$ cat config.mk
export PLATFORM = sky130hd
export DESIGN_NAME = websocket_frame_unmasker_flat
export DESIGN_NICKNAME = d
export VERILOG_FILES = /design/src/hw/rtl/wsfu_pkg.sv /design/src/hw/rtl/wsfu_in_if.sv /design/src/hw/rtl/wsfu_out_if.sv /design/src/hw/rtl/wsfu_parser.sv /design/src/hw/rtl/wsfu_queue.sv /design/src/hw/rtl/wsfu_emitter.sv /design/src/hw/rtl/websocket_frame_unmasker.sv /design/src/flat_wrapper.sv
export SDC_FILE = /design/constraint.sdc
export NUM_CORES = 1
export LEC_CHECK = 0
export ABC_AREA = 1
export BUFFER_PORTS_ARGS = -buffer_cell sky130_fd_sc_hd__buf_2
export CAP_MARGIN = 20
export CORE_UTILIZATION = 35
export CTS_BUF_LIST = sky130_fd_sc_hd__clkbuf_8
export CTS_CLUSTER_SIZE = 8
export DETAILED_ROUTE_END_ITERATION = 8
export PLACE_DENSITY_LB_ADDON = 0.08
export SLEW_MARGIN = 20
export SYNTH_ARGS = -nofsm -noshare
export SYNTH_HDL_FRONTEND = slang
export SYNTH_SLANG_ARGS = --single-unit
$ cat constraint.sdc
create_clock -name clk -period 3.7 [get_ports clk]
set_input_delay 0.37 -clock clk [delete_from_list [all_inputs] [get_ports clk]]
set_output_delay 0.37 -clock clk [all_outputs]
set_load 0.01 [all_outputs]
$ cat src/hw/rtl/wsfu_pkg.sv
// ----------------------------------------------------------------------------
// wsfu_pkg
// Types and constants shared by the frame unmasker modules.
// ----------------------------------------------------------------------------
package wsfu_pkg;

  localparam logic [6:0] LEN_CODE_MASK  = 7'h7F;
  localparam logic [6:0] LEN_CODE_SHORT = 7'd125;
  localparam logic [6:0] LEN_CODE_16    = 7'd126;
  localparam logic [6:0] LEN_CODE_64    = 7'd127;

  localparam logic [3:0] EXT_BYTES_16   = 4'd2;
  localparam logic [3:0] EXT_BYTES_64   = 4'd8;
  localparam logic [3:0] MASK_BYTES     = 4'd4;

  localparam logic [3:0] HDR_SIZE_NONE  = 4'd0;
  localparam logic [3:0] HDR_SIZE_SHORT = 4'd6;
  localparam logic [3:0] HDR_SIZE_16    = 4'd8;
  localparam logic [3:0] HDR_SIZE_64    = 4'd14;

  localparam logic KIND_PAYLOAD = 1'b0;
  localparam logic KIND_STATUS  = 1'b1;

  localparam logic STATUS_COMPLETE  = 1'b0;
  localparam logic STATUS_TOO_SHORT = 1'b1;

  localparam int QUEUE_DEPTH = 4;
  localparam int QPTR_W      = $clog2(QUEUE_DEPTH);
  localparam int QLVL_W      = $clog2(QUEUE_DEPTH + 1);

  // One classified input item: an unmasked byte, a status, or both.
  typedef struct packed {
    logic       has_pay;
    logic [7:0] pay_byte;
    logic       has_stat;
    logic       status;
    logic [3:0] hdr_size;
  } wsfu_op_t;

endpackage

$ cat src/hw/rtl/wsfu_in_if.sv
// ----------------------------------------------------------------------------
// wsfu_in_if
// Input byte channel: one buffer byte per transfer, flag on the final one.
// ----------------------------------------------------------------------------
interface wsfu_in_if;
  logic       valid;
  logic       ready;
  logic [7:0] data_byte;
  logic       end_of_buffer;

  modport source (output valid, output data_byte, output end_of_buffer, input ready);
  modport sink   (input valid, input data_byte, input end_of_buffer, output ready);
endinterface

$ cat src/hw/rtl/wsfu_out_if.sv
// ----------------------------------------------------------------------------
// wsfu_out_if
// Result channel: unmasked payload bytes and end of buffer status.
// ----------------------------------------------------------------------------
interface wsfu_out_if;
  logic       valid;
  logic       ready;
  logic       kind;
  logic [7:0] payload_byte;
  logic       status;
  logic [3:0] header_size;
  logic       last;

  modport source (output valid, output kind, output payload_byte, output status,
                  output header_size, output last, input ready);
  modport sink   (input valid, input kind, input payload_byte, input status,
                  input header_size, input last, output ready);
endinterface

$ cat src/hw/rtl/wsfu_parser.sv
// ----------------------------------------------------------------------------
// wsfu_parser
// Front end: walks the frame header, unmasks payload bytes, flags end of buffer.
// ----------------------------------------------------------------------------
module wsfu_parser #(
  parameter int LENGTH_BITS = 64
) (
  input  logic              clk,
  input  logic              rst_n,
  wsfu_in_if.sink           in_ch,
  input  logic              q_full,
  output logic              q_push,
  output wsfu_pkg::wsfu_op_t q_op
);
  import wsfu_pkg::*;

  typedef enum logic [2:0] {
    PH_FIRST = 3'd0,
    PH_LEN   = 3'd1,
    PH_EXT   = 3'd2,
    PH_MASK  = 3'd3,
    PH_PAY   = 3'd4,
    PH_DONE  = 3'd5
  } phase_t;

  phase_t                 phase_r, phase_nxt;
  logic [3:0]             hdr_cnt_r, hdr_cnt_nxt;
  logic [6:0]             len_code_r, len_code_nxt;
  logic [LENGTH_BITS-1:0] pay_len_r, pay_len_nxt;
  logic [3:0][7:0]        mask_r, mask_nxt;
  logic [LENGTH_BITS-1:0] pay_cnt_r, pay_cnt_nxt;

  logic       accept;
  logic [6:0] code;
  logic [3:0] cnt_inc;
  logic [3:0] ext_need;
  wsfu_op_t   op;

  assign in_ch.ready = !q_full;
  assign accept      = in_ch.valid && !q_full;
  assign code        = in_ch.data_byte[6:0] & LEN_CODE_MASK;
  assign cnt_inc     = hdr_cnt_r + 4'd1;
  assign ext_need    = (len_code_r == LEN_CODE_16) ? EXT_BYTES_16 : EXT_BYTES_64;

  always_comb begin
    phase_nxt    = phase_r;
    hdr_cnt_nxt  = hdr_cnt_r;
    len_code_nxt = len_code_r;
    pay_len_nxt  = pay_len_r;
    mask_nxt     = mask_r;
    pay_cnt_nxt  = pay_cnt_r;
    op           = '0;

    unique case (phase_r)
      PH_FIRST: begin
        phase_nxt = PH_LEN;
      end
      PH_LEN: begin
        len_code_nxt = code;
        hdr_cnt_nxt  = '0;
        if (code <= LEN_CODE_SHORT) begin
          pay_len_nxt = LENGTH_BITS'(code);
          phase_nxt   = PH_MASK;
        end else begin
          pay_len_nxt = '0;
          phase_nxt   = PH_EXT;
        end
      end
      PH_EXT: begin
        // saturate once the value cannot take another byte
        if (|pay_len_r[LENGTH_BITS-1 -: 8]) begin
          pay_len_nxt = '1;
        end else begin
          pay_len_nxt = {pay_len_r[LENGTH_BITS-9:0], in_ch.data_byte};
        end
        hdr_cnt_nxt = cnt_inc;
        if (cnt_inc >= ext_need) begin
          hdr_cnt_nxt = '0;
          phase_nxt   = PH_MASK;
        end
      end
      PH_MASK: begin
        mask_nxt    = {mask_r[2:0], in_ch.data_byte};
        hdr_cnt_nxt = cnt_inc;
        if (cnt_inc >= MASK_BYTES) begin
          hdr_cnt_nxt = '0;
          pay_cnt_nxt = '0;
          phase_nxt   = (pay_len_r == '0) ? PH_DONE : PH_PAY;
        end
      end
      PH_PAY: begin
        op.has_pay  = 1'b1;
        op.pay_byte = in_ch.data_byte ^ mask_r[2'd3 - pay_cnt_r[1:0]];
        pay_cnt_nxt = pay_cnt_r + LENGTH_BITS'(1);
        if (pay_cnt_nxt >= pay_len_r) begin
          phase_nxt = PH_DONE;
        end
      end
      PH_DONE: begin
      end
      default: begin
      end
    endcase

    if (phase_nxt == PH_FIRST || phase_nxt == PH_LEN) begin
      op.hdr_size = HDR_SIZE_NONE;
    end else if (len_code_nxt == LEN_CODE_16) begin
      op.hdr_size = HDR_SIZE_16;
    end else if (len_code_nxt == LEN_CODE_64) begin
      op.hdr_size = HDR_SIZE_64;
    end else begin
      op.hdr_size = HDR_SIZE_SHORT;
    end

    if (in_ch.end_of_buffer) begin
      op.has_stat = 1'b1;
      op.status   = (phase_nxt == PH_DONE) ? STATUS_COMPLETE : STATUS_TOO_SHORT;
    end
  end

  assign q_push = accept && (op.has_pay || op.has_stat);
  assign q_op   = op;

  always_ff @(posedge clk) begin
    if (!rst_n || (accept && in_ch.end_of_buffer)) begin
      phase_r    <= PH_FIRST;
      hdr_cnt_r  <= '0;
      len_code_r <= '0;
      pay_len_r  <= '0;
      mask_r     <= '0;
      pay_cnt_r  <= '0;
    end else if (accept) begin
      phase_r    <= phase_nxt;
      hdr_cnt_r  <= hdr_cnt_nxt;
      len_code_r <= len_code_nxt;
      pay_len_r  <= pay_len_nxt;
      mask_r     <= mask_nxt;
      pay_cnt_r  <= pay_cnt_nxt;
    end
  end

endmodule

$ cat src/hw/rtl/wsfu_queue.sv
// ----------------------------------------------------------------------------
// wsfu_queue
// Short register queue of classified items between front and back end.
// ----------------------------------------------------------------------------
module wsfu_queue (
  input  logic                       clk,
  input  logic                       rst_n,
  input  logic                       push,
  input  wsfu_pkg::wsfu_op_t         push_op,
  output logic                       full,
  input  logic                       pop,
  output wsfu_pkg::wsfu_op_t         pop_op,
  output logic                       empty,
  output logic [wsfu_pkg::QLVL_W-1:0] level
);
  import wsfu_pkg::*;

  wsfu_op_t            slot_r [QUEUE_DEPTH];
  logic [QPTR_W-1:0]   wr_ptr_r, rd_ptr_r;
  logic [QLVL_W-1:0]   level_r, level_nxt;

  assign full   = (level_r == QLVL_W'(QUEUE_DEPTH));
  assign empty  = (level_r == '0);
  assign level  = level_r;
  assign pop_op = slot_r[rd_ptr_r];

  always_comb begin
    level_nxt = level_r;
    if (push && !pop) begin
      level_nxt = level_r + QLVL_W'(1);
    end else if (pop && !push) begin
      level_nxt = level_r - QLVL_W'(1);
    end
  end

  always_ff @(posedge clk) begin
    if (!rst_n) begin
      wr_ptr_r <= '0;
      rd_ptr_r <= '0;
      level_r  <= '0;
    end else begin
      if (push) begin
        wr_ptr_r <= wr_ptr_r + QPTR_W'(1);
      end
      if (pop) begin
        rd_ptr_r <= rd_ptr_r + QPTR_W'(1);
      end
      level_r <= level_nxt;
    end
  end

  always_ff @(posedge clk) begin
    if (push) begin
      slot_r[wr_ptr_r] <= push_op;
    end
  end

endmodule

$ cat src/hw/rtl/wsfu_emitter.sv
// ----------------------------------------------------------------------------
// wsfu_emitter
// Back end: turns queued items into results behind an output register.
// ----------------------------------------------------------------------------
module wsfu_emitter (
  input  logic               clk,
  input  logic               rst_n,
  input  logic               q_empty,
  input  wsfu_pkg::wsfu_op_t q_op,
  output logic               q_pop,
  output logic               pend_stat,
  wsfu_out_if.source         out_ch
);
  import wsfu_pkg::*;

  logic       valid_r, valid_nxt;
  logic       pend_r, pend_nxt;
  logic       pend_status_r, pend_status_nxt;
  logic [3:0] pend_hs_r, pend_hs_nxt;
  logic       kind_r, kind_nxt;
  logic [7:0] byte_r, byte_nxt;
  logic       status_r, status_nxt;
  logic [3:0] hs_r, hs_nxt;
  logic       last_r, last_nxt;
  logic       load;

  assign load = !valid_r || out_ch.ready;

  always_comb begin
    valid_nxt       = valid_r;
    pend_nxt        = pend_r;
    pend_status_nxt = pend_status_r;
    pend_hs_nxt     = pend_hs_r;
    kind_nxt        = kind_r;
    byte_nxt        = byte_r;
    status_nxt      = status_r;
    hs_nxt          = hs_r;
    last_nxt        = last_r;
    q_pop           = 1'b0;
    if (load) begin
      priority if (pend_r) begin
        // second result of an item: the status after its payload byte
        valid_nxt  = 1'b1;
        pend_nxt   = 1'b0;
        kind_nxt   = KIND_STATUS;
        byte_nxt   = '0;
        status_nxt = pend_status_r;
        hs_nxt     = pend_hs_r;
        last_nxt   = 1'b1;
      end else if (!q_empty) begin
        q_pop     = 1'b1;
        valid_nxt = 1'b1;
        hs_nxt    = q_op.hdr_size;
        if (q_op.has_pay) begin
          kind_nxt        = KIND_PAYLOAD;
          byte_nxt        = q_op.pay_byte;
          status_nxt      = STATUS_COMPLETE;
          last_nxt        = !q_op.has_stat;
          pend_nxt        = q_op.has_stat;
          pend_status_nxt = q_op.status;
          pend_hs_nxt     = q_op.hdr_size;
        end else begin
          kind_nxt   = KIND_STATUS;
          byte_nxt   = '0;
          status_nxt = q_op.status;
          last_nxt   = 1'b1;
        end
      end else begin
        valid_nxt = 1'b0;
      end
    end
  end

  always_ff @(posedge clk) begin
    if (!rst_n) begin
      valid_r <= 1'b0;
      pend_r  <= 1'b0;
    end else begin
      valid_r <= valid_nxt;
      pend_r  <= pend_nxt;
    end
  end

  always_ff @(posedge clk) begin
    pend_status_r <= pend_status_nxt;
    pend_hs_r     <= pend_hs_nxt;
    kind_r        <= kind_nxt;
    byte_r        <= byte_nxt;
    status_r      <= status_nxt;
    hs_r          <= hs_nxt;
    last_r        <= last_nxt;
  end

  assign pend_stat           = pend_r;
  assign out_ch.valid        = valid_r;
  assign out_ch.kind         = kind_r;
  assign out_ch.payload_byte = byte_r;
  assign out_ch.status       = status_r;
  assign out_ch.header_size  = hs_r;
  assign out_ch.last         = last_r;

endmodule

$ cat src/hw/rtl/websocket_frame_unmasker.sv
// ----------------------------------------------------------------------------
// websocket_frame_unmasker
// Parses one client WebSocket frame per buffer and unmasks its payload.
// ----------------------------------------------------------------------------
// in_ch carries the received buffer one byte per transfer, end_of_buffer
// high on the final byte. out_ch returns one result per payload byte
// (kind 0, XORed with the mask) and one status per buffer (kind 1) on the
// final byte; last marks the final result of each input byte.
// Each result passes through a queue entry and then the output register
// before it is valid on out_ch.
// Throughput: one byte per cycle while the queue has room; a final byte
// that is also a payload byte gives two results, the payload then the status.
// The parser feeds a four-entry queue; the output stage drains it through
// one output register, so in_ch keeps taking bytes while a result waits.
// A receiver stall fills the queue, then in_ch.ready drops until an entry
// leaves it.
// Reset clears the parser, the queue and the output register; after the
// final byte of a buffer the parser starts again at a new frame.
// LENGTH_BITS sets the width of the length and payload counters; longer
// extended lengths saturate.
// ----------------------------------------------------------------------------
module websocket_frame_unmasker #(
  parameter int LENGTH_BITS = 64
) (
  input  logic       clk,
  input  logic       rst_n,
  wsfu_in_if.sink    in_ch,
  wsfu_out_if.source out_ch
);
  import wsfu_pkg::*;

  logic              q_push, q_pop, q_full, q_empty, pend_stat;
  wsfu_op_t          push_op, pop_op;
  logic [QLVL_W-1:0] q_level;

  wsfu_parser #(
    .LENGTH_BITS(LENGTH_BITS)
  ) u_parser (
    .clk    (clk),
    .rst_n  (rst_n),
    .in_ch  (in_ch),
    .q_full (q_full),
    .q_push (q_push),
    .q_op   (push_op)
  );

  wsfu_queue u_queue (
    .clk     (clk),
    .rst_n   (rst_n),
    .push    (q_push),
    .push_op (push_op),
    .full    (q_full),
    .pop     (q_pop),
    .pop_op  (pop_op),
    .empty   (q_empty),
    .level   (q_level)
  );

  wsfu_emitter u_emitter (
    .clk       (clk),
    .rst_n     (rst_n),
    .q_empty   (q_empty),
    .q_op      (pop_op),
    .q_pop     (q_pop),
    .pend_stat (pend_stat),
    .out_ch    (out_ch)
  );

  a_pop_not_empty: assert property (@(posedge clk) disable iff (!rst_n)
    q_pop |-> !q_empty)
    else $error("queue read while empty");

  a_level_bound: assert property (@(posedge clk) disable iff (!rst_n)
    q_level <= QLVL_W'(QUEUE_DEPTH))
    else $error("queue level beyond depth");

  a_pend_shown: assert property (@(posedge clk) disable iff (!rst_n)
    pend_stat |-> (out_ch.valid && out_ch.kind == KIND_PAYLOAD && !out_ch.last))
    else $error("pending status without its payload result on show");

  a_push_room: assert property (@(posedge clk) disable iff (!rst_n)
    (q_full && !q_pop) |=> ($past(q_level) == q_level))
    else $error("queue level moved while full and not read");

endmodule

$ cat src/flat_wrapper.sv
// flat-port wrapper written by rule: the top's interface ports become plain ports
module websocket_frame_unmasker_flat import wsfu_pkg::*;
#(
  parameter int LENGTH_BITS = 64
)
  (clk, rst_n, in_ch_valid, in_ch_data_byte, in_ch_end_of_buffer, in_ch_ready, out_ch_valid, out_ch_kind, out_ch_payload_byte, out_ch_status, out_ch_header_size, out_ch_last, out_ch_ready);
  wsfu_in_if in_ch_i ();
  wsfu_out_if out_ch_i ();
  input  logic clk;
  input  logic rst_n;
  input wire logic [$bits(in_ch_i.valid)-1:0] in_ch_valid;
  input wire logic [$bits(in_ch_i.data_byte)-1:0] in_ch_data_byte;
  input wire logic [$bits(in_ch_i.end_of_buffer)-1:0] in_ch_end_of_buffer;
  output wire logic [$bits(in_ch_i.ready)-1:0] in_ch_ready;
  output wire logic [$bits(out_ch_i.valid)-1:0] out_ch_valid;
  output wire logic [$bits(out_ch_i.kind)-1:0] out_ch_kind;
  output wire logic [$bits(out_ch_i.payload_byte)-1:0] out_ch_payload_byte;
  output wire logic [$bits(out_ch_i.status)-1:0] out_ch_status;
  output wire logic [$bits(out_ch_i.header_size)-1:0] out_ch_header_size;
  output wire logic [$bits(out_ch_i.last)-1:0] out_ch_last;
  input wire logic [$bits(out_ch_i.ready)-1:0] out_ch_ready;
  assign in_ch_i.valid = in_ch_valid;
  assign in_ch_i.data_byte = in_ch_data_byte;
  assign in_ch_i.end_of_buffer = in_ch_end_of_buffer;
  assign in_ch_ready = in_ch_i.ready;
  assign out_ch_valid = out_ch_i.valid;
  assign out_ch_kind = out_ch_i.kind;
  assign out_ch_payload_byte = out_ch_i.payload_byte;
  assign out_ch_status = out_ch_i.status;
  assign out_ch_header_size = out_ch_i.header_size;
  assign out_ch_last = out_ch_i.last;
  assign out_ch_i.ready = out_ch_ready;
  websocket_frame_unmasker #(.LENGTH_BITS(LENGTH_BITS)) u_core (.clk(clk), .rst_n(rst_n), .in_ch(in_ch_i), .out_ch(out_ch_i));
endmodule
==> results.tsv <==
stage	metric	value	unit
outcome	status	finished clean	
grt	GRT Residual Overflow	0	
grt	GRT Overall Usage	20.71	%
worst_setup_path	critical-path maximum fanout	4	
sta	fin crit share	95.05	%
logic_synthesis	dominant cell type by area after synthesis	dfxtp_1	
logic_synthesis	Area contributors post-synth	dfxtp_1 (27%), edfxtp_1 (15%), nand2_1 (10%), a21oi_1 (8.1%), ha_1 (6.6%)	
worst_setup_path	CP bufs+invs	3	
route	top sig layer	met4	
route	DR WL/cell	16.58	um
die	# IOs	30	
logic_synthesis	Yosys cell types	45	
route	total routed wirelength	41.38	mm
place	final HPWL from detailed placement	29.46	mm
worst_setup_path	Arr. time, crit path	3.89	ns
final_layout	commonest non-fill, non-tap cell in the layout	nand2_1	
route	first-iteration detailed-routing DRC count	731	
worst_setup_path	Worst path max stage delay	0.38	ns
final_layout	Register Area	5764	um2
logic_synthesis	Warnings, synthesis	0	
grt	initial antenna violation count	1	
power	Psw	2.199	mW
logic_synthesis	Async SR Flop Fraction	0	%
logic_synthesis	Mean Syn Cell Area	7.526	um2
sta	Final min period	3.517	ns
worst_setup_path	Largest delay share family, worst path	simple AND/OR/NAND/NOR gates	
power	Seq pwr share	43.5	%
logic_synthesis	Mapped Cells	1829	
worst_setup_path	CP max stage cell	dfxtp_4	
worst_setup_path	reg2reg start	u_core.u_parser.pay_cnt_r[1]	
final_layout	layout cells sized above 1	16.19	%
clocking	TritonCTS clock tree	built	
route	routed length on met1	19.76	mm
route	Initial DRT Pass Iterations	5	
worst_setup_path	CP startpoint kind	flop	
die	core area	38740	um2
logic_synthesis	main flop type after synthesis	dfxtp_1	
clocking	Reg clk slew, reported paths	0.06	ns
final_layout	fillers	4069	
die	Die Wd	200.3	um
job	max-cap viol count	0	
route	# DRC	0	
worst_setup_path	crit path from	u_core.u_parser.pay_cnt_r[1]	
clocking	CTS H-tree depth	2	
worst_setup_path	crit path to	u_core.u_queue.slot_r[0][4]	
logic_synthesis	syn nets	1916	
power	Pint	5.075	mW
worst_setup_path	CP dominant cell by count	nand2_1	
worst_setup_path	worst endpoint required time	4.07	ns
grt	global-route wire length before repair	65.66	mm
sta	Max transition margin	52.25	%
route	post-route ant nets	0	
grt	largest net degree at the start of global routing	126	
route	Vias	12290	
logic_synthesis	mapped cell area	13760	um2
final_layout	final core utilization	42.34	%
clocking	Skew-Pair Late Insertion Delay	0.64	ns
worst_setup_path	Worst path depth	25	
sta	f_max	284.4	MHz
sta	RSZ-0062 raised after global routing	true	
clocking	CTS Buf Count	49	
final_layout	multi-input logic area	7128	um2
logic_synthesis	Synth Register Bits	253	
worst_setup_path	WS Path Type	reg -> reg	
route	vias per inst	4.925	
worst_setup_path	Worst Reg-to-Reg Cells	25	
final_layout	final net count	2025	
sta	Slew @ Worst Pin	0.7155	ns
power	Sw Ratio	30.23	%
logic_synthesis	Seq/Total Area, Yosys	41.74	%
worst_setup_path	Worst R2R Setup Slack	0.18	ns
sta	Slew Viols, Final	0	
clocking	Root Buffer	clkbuf_8	
logic_synthesis	area share of the largest cell type after synthesis	26.91	%
place	GP Congestion	0.8847	
die	Std-Cell Rows	72	
place	PortBufs	28	
sta	setup_tns	0	ns
power	Clk network pwr share	40.9	%
power	maximum vdd drop	238.9	uV
power	Cell Pwr Density	443.5	nW/um2
die	initial core utilization	35.53	%
sta	final hold vios	0	
final_layout	area added between synthesis and finish	19.16	%
die	Die ar.	40120	um2
logic_synthesis	number of synthesized flops with an enable pin	68	
power	combinational group share of total power	15.6	%
final_layout	commonest non-fill, non-tap cells in the layout	nand2_1 (381), a21oi_1 (223), inv_1 (216)	
worst_setup_path	worst r2r dst	u_core.u_queue.slot_r[0][4]	
grt	vias in the first global route	11810	
power	Power, Total	7.275	mW
die	die height	200.3	um
route	met2 wire len	18.66	mm
power	leak pwr	6.430	nW
clocking	CTS sink cnt	253	
clocking	clock tree buffer depth	3	
worst_setup_path	Crit. End Element	flop	
sta	clk_skew	0.02736	ns
sta	final setup vio count	0	
min_path	HP Class	in -> reg	
route	metal3 WL	1.816	mm
## worst min-delay path by stage
stage	startpoint	cells after the start	end
after floorplan	u_core.u_queue.rd_ptr_r[1]	2	flop
after global placement	u_core.u_queue.rd_ptr_r[1]	2	u_core.u_queue.rd_ptr_r[1]
after detailed placement	u_core.u_parser.mask_r[26]	2	u_core.u_parser.mask_r[26]
after CTS	in_ch_data_byte[4]	3	u_core.u_parser.mask_r[4]
after global routing	in_ch_data_byte[4]	3	u_core.u_parser.mask_r[4]
final	rst_n	3	u_core.u_queue.rd_ptr_r[0]
## per-stage QoR
stage / instance area [um2] / cells / hold WS [ns] / setup WS (ns)
after floorplan: 13760 / 1829 / 0.4356 / 0.4361
after CTS: 16060 / 2482 / 0.02191 / 0.004973
final: 16400 / 2496 / 0.08556 / 0.1833
after global routing: 16400 / 2495 / 0.07259 / -0.1068
after global placement: 14940 / 2386 / 0.4494 / 0.04106
after detailed placement: 14940 / 2386 / 0.4530 / 0.02889
## metal layers
metal / up-vias / global-route usage (%)
li1: 6283 / -
met1: 5708 / 28.76
met2: 237 / 32.64
met3: 65 / 2.831
met4: 0 / 7.715
met5: - / 0
## synth_stat cells (7+ instances only)
| cell | number |
|---|---|
| buf_2 | 11 |
| inv_1 | 204 |
| nand3_1 | 45 |
| dfxtp_1 | 185 |
| nor3_1 | 30 |
| o22ai_1 | 13 |
| nand2_2 | 9 |
| a211oi_1 | 9 |
| nand2_1 | 385 |
| nor3_2 | 7 |
| xor2_1 | 47 |
| nand4_1 | 33 |
| nor2_4 | 13 |
| clkbuf_1 | 56 |
| ha_1 | 73 |
| nor4_1 | 23 |
| nand3_2 | 9 |
| edfxtp_1 | 68 |
| nor2_1 | 155 |
| o21ai_0 | 153 |
| inv_2 | 20 |
| a21oi_1 | 224 |
| xnor2_1 | 7 |
## flip-flops by register name (all words and copies together) (netlist names), named ones only
signal and flops:
u_core.u_emitter.out_ch.header_size 2, u_core.u_parser.mask_r 32, u_core.u_emitter.out_ch.last 1, u_core.u_emitter.out_ch.payload_byte 8, u_core.u_parser.pay_cnt_r 64, u_core.u_parser.pay_len_r 64
u_core.u_queue.slot_r 52, u_core.u_queue.wr_ptr_r 2, u_core.u_parser.len_code_r 7, u_core.u_queue.rd_ptr_r 2, u_core.u_emitter.out_ch.kind 1, u_core.u_emitter.pend_status_r 1
u_core.u_parser.phase_r 3, u_core.u_queue.level 3, u_core.u_emitter.out_ch.status 1, u_core.u_parser.hdr_cnt_r 4, u_core.u_emitter.pend_hs_r 2, u_core.u_emitter.out_ch.valid 1
u_core.u_emitter.pend_stat 1
## power by group through the flow
stage	clock network (mW)	registers, mW	logic, mW
2_1_floorplan	0	3.26	0.714
3_3_place_gp	0	3.23	1.15
3_5_place_dp	0	3.23	1.15
4_1_cts	3.08	3.17	1.16
5_1_grt	3.19	3.19	1.30
6_report	2.97	3.17	1.13
## what timing repair did
| item | 4_1_cts | 5_1_grt |
|---|---|---|
| resized for setup | 1 | 61 |
| pin swaps | 0 | 33 |
| hold endpoints to repair | 10 | 0 |
| endpoints found under the setup margin | 1 | 5 |
| setup buffers | 0 | 13 |
| cloned | 0 | 0 |
| hold buffers | 6 | 0 |
## cell families (layout without fill, tap and decap cells)
group | after synthesis | after routing | synth area share [%]
other | 1 | 2 | 0.02724
AOI/OAI and AO/OA | 418 | 418 | 15.83
adders and majority gates | 74 | 74 | 6.781
and+or+nand+nor | 728 | 728 | 23.71
xor gates and xnor gates | 55 | 55 | 3.554
buffers and inverters | 300 | 448 | 8.363
DFF | 253 | 253 | 41.74
## final cells by class
class	count	area share [%]
diodes	1	0.01526
clock buffers	62	5.203
clock inverters	28	1.213
inverters	226	5.187
multi-input cells	1276	43.46
flip-flops and latches	253	35.14
well taps	518	3.951
repair buffers	132	5.828
## tightest hold or removal path, cell delays in order
cell and delay [ns]:
buf_2 0.17, nand2_1 0.10, nor2_1 0.04
Note: power is estimated with default switching activity, not from simulation.
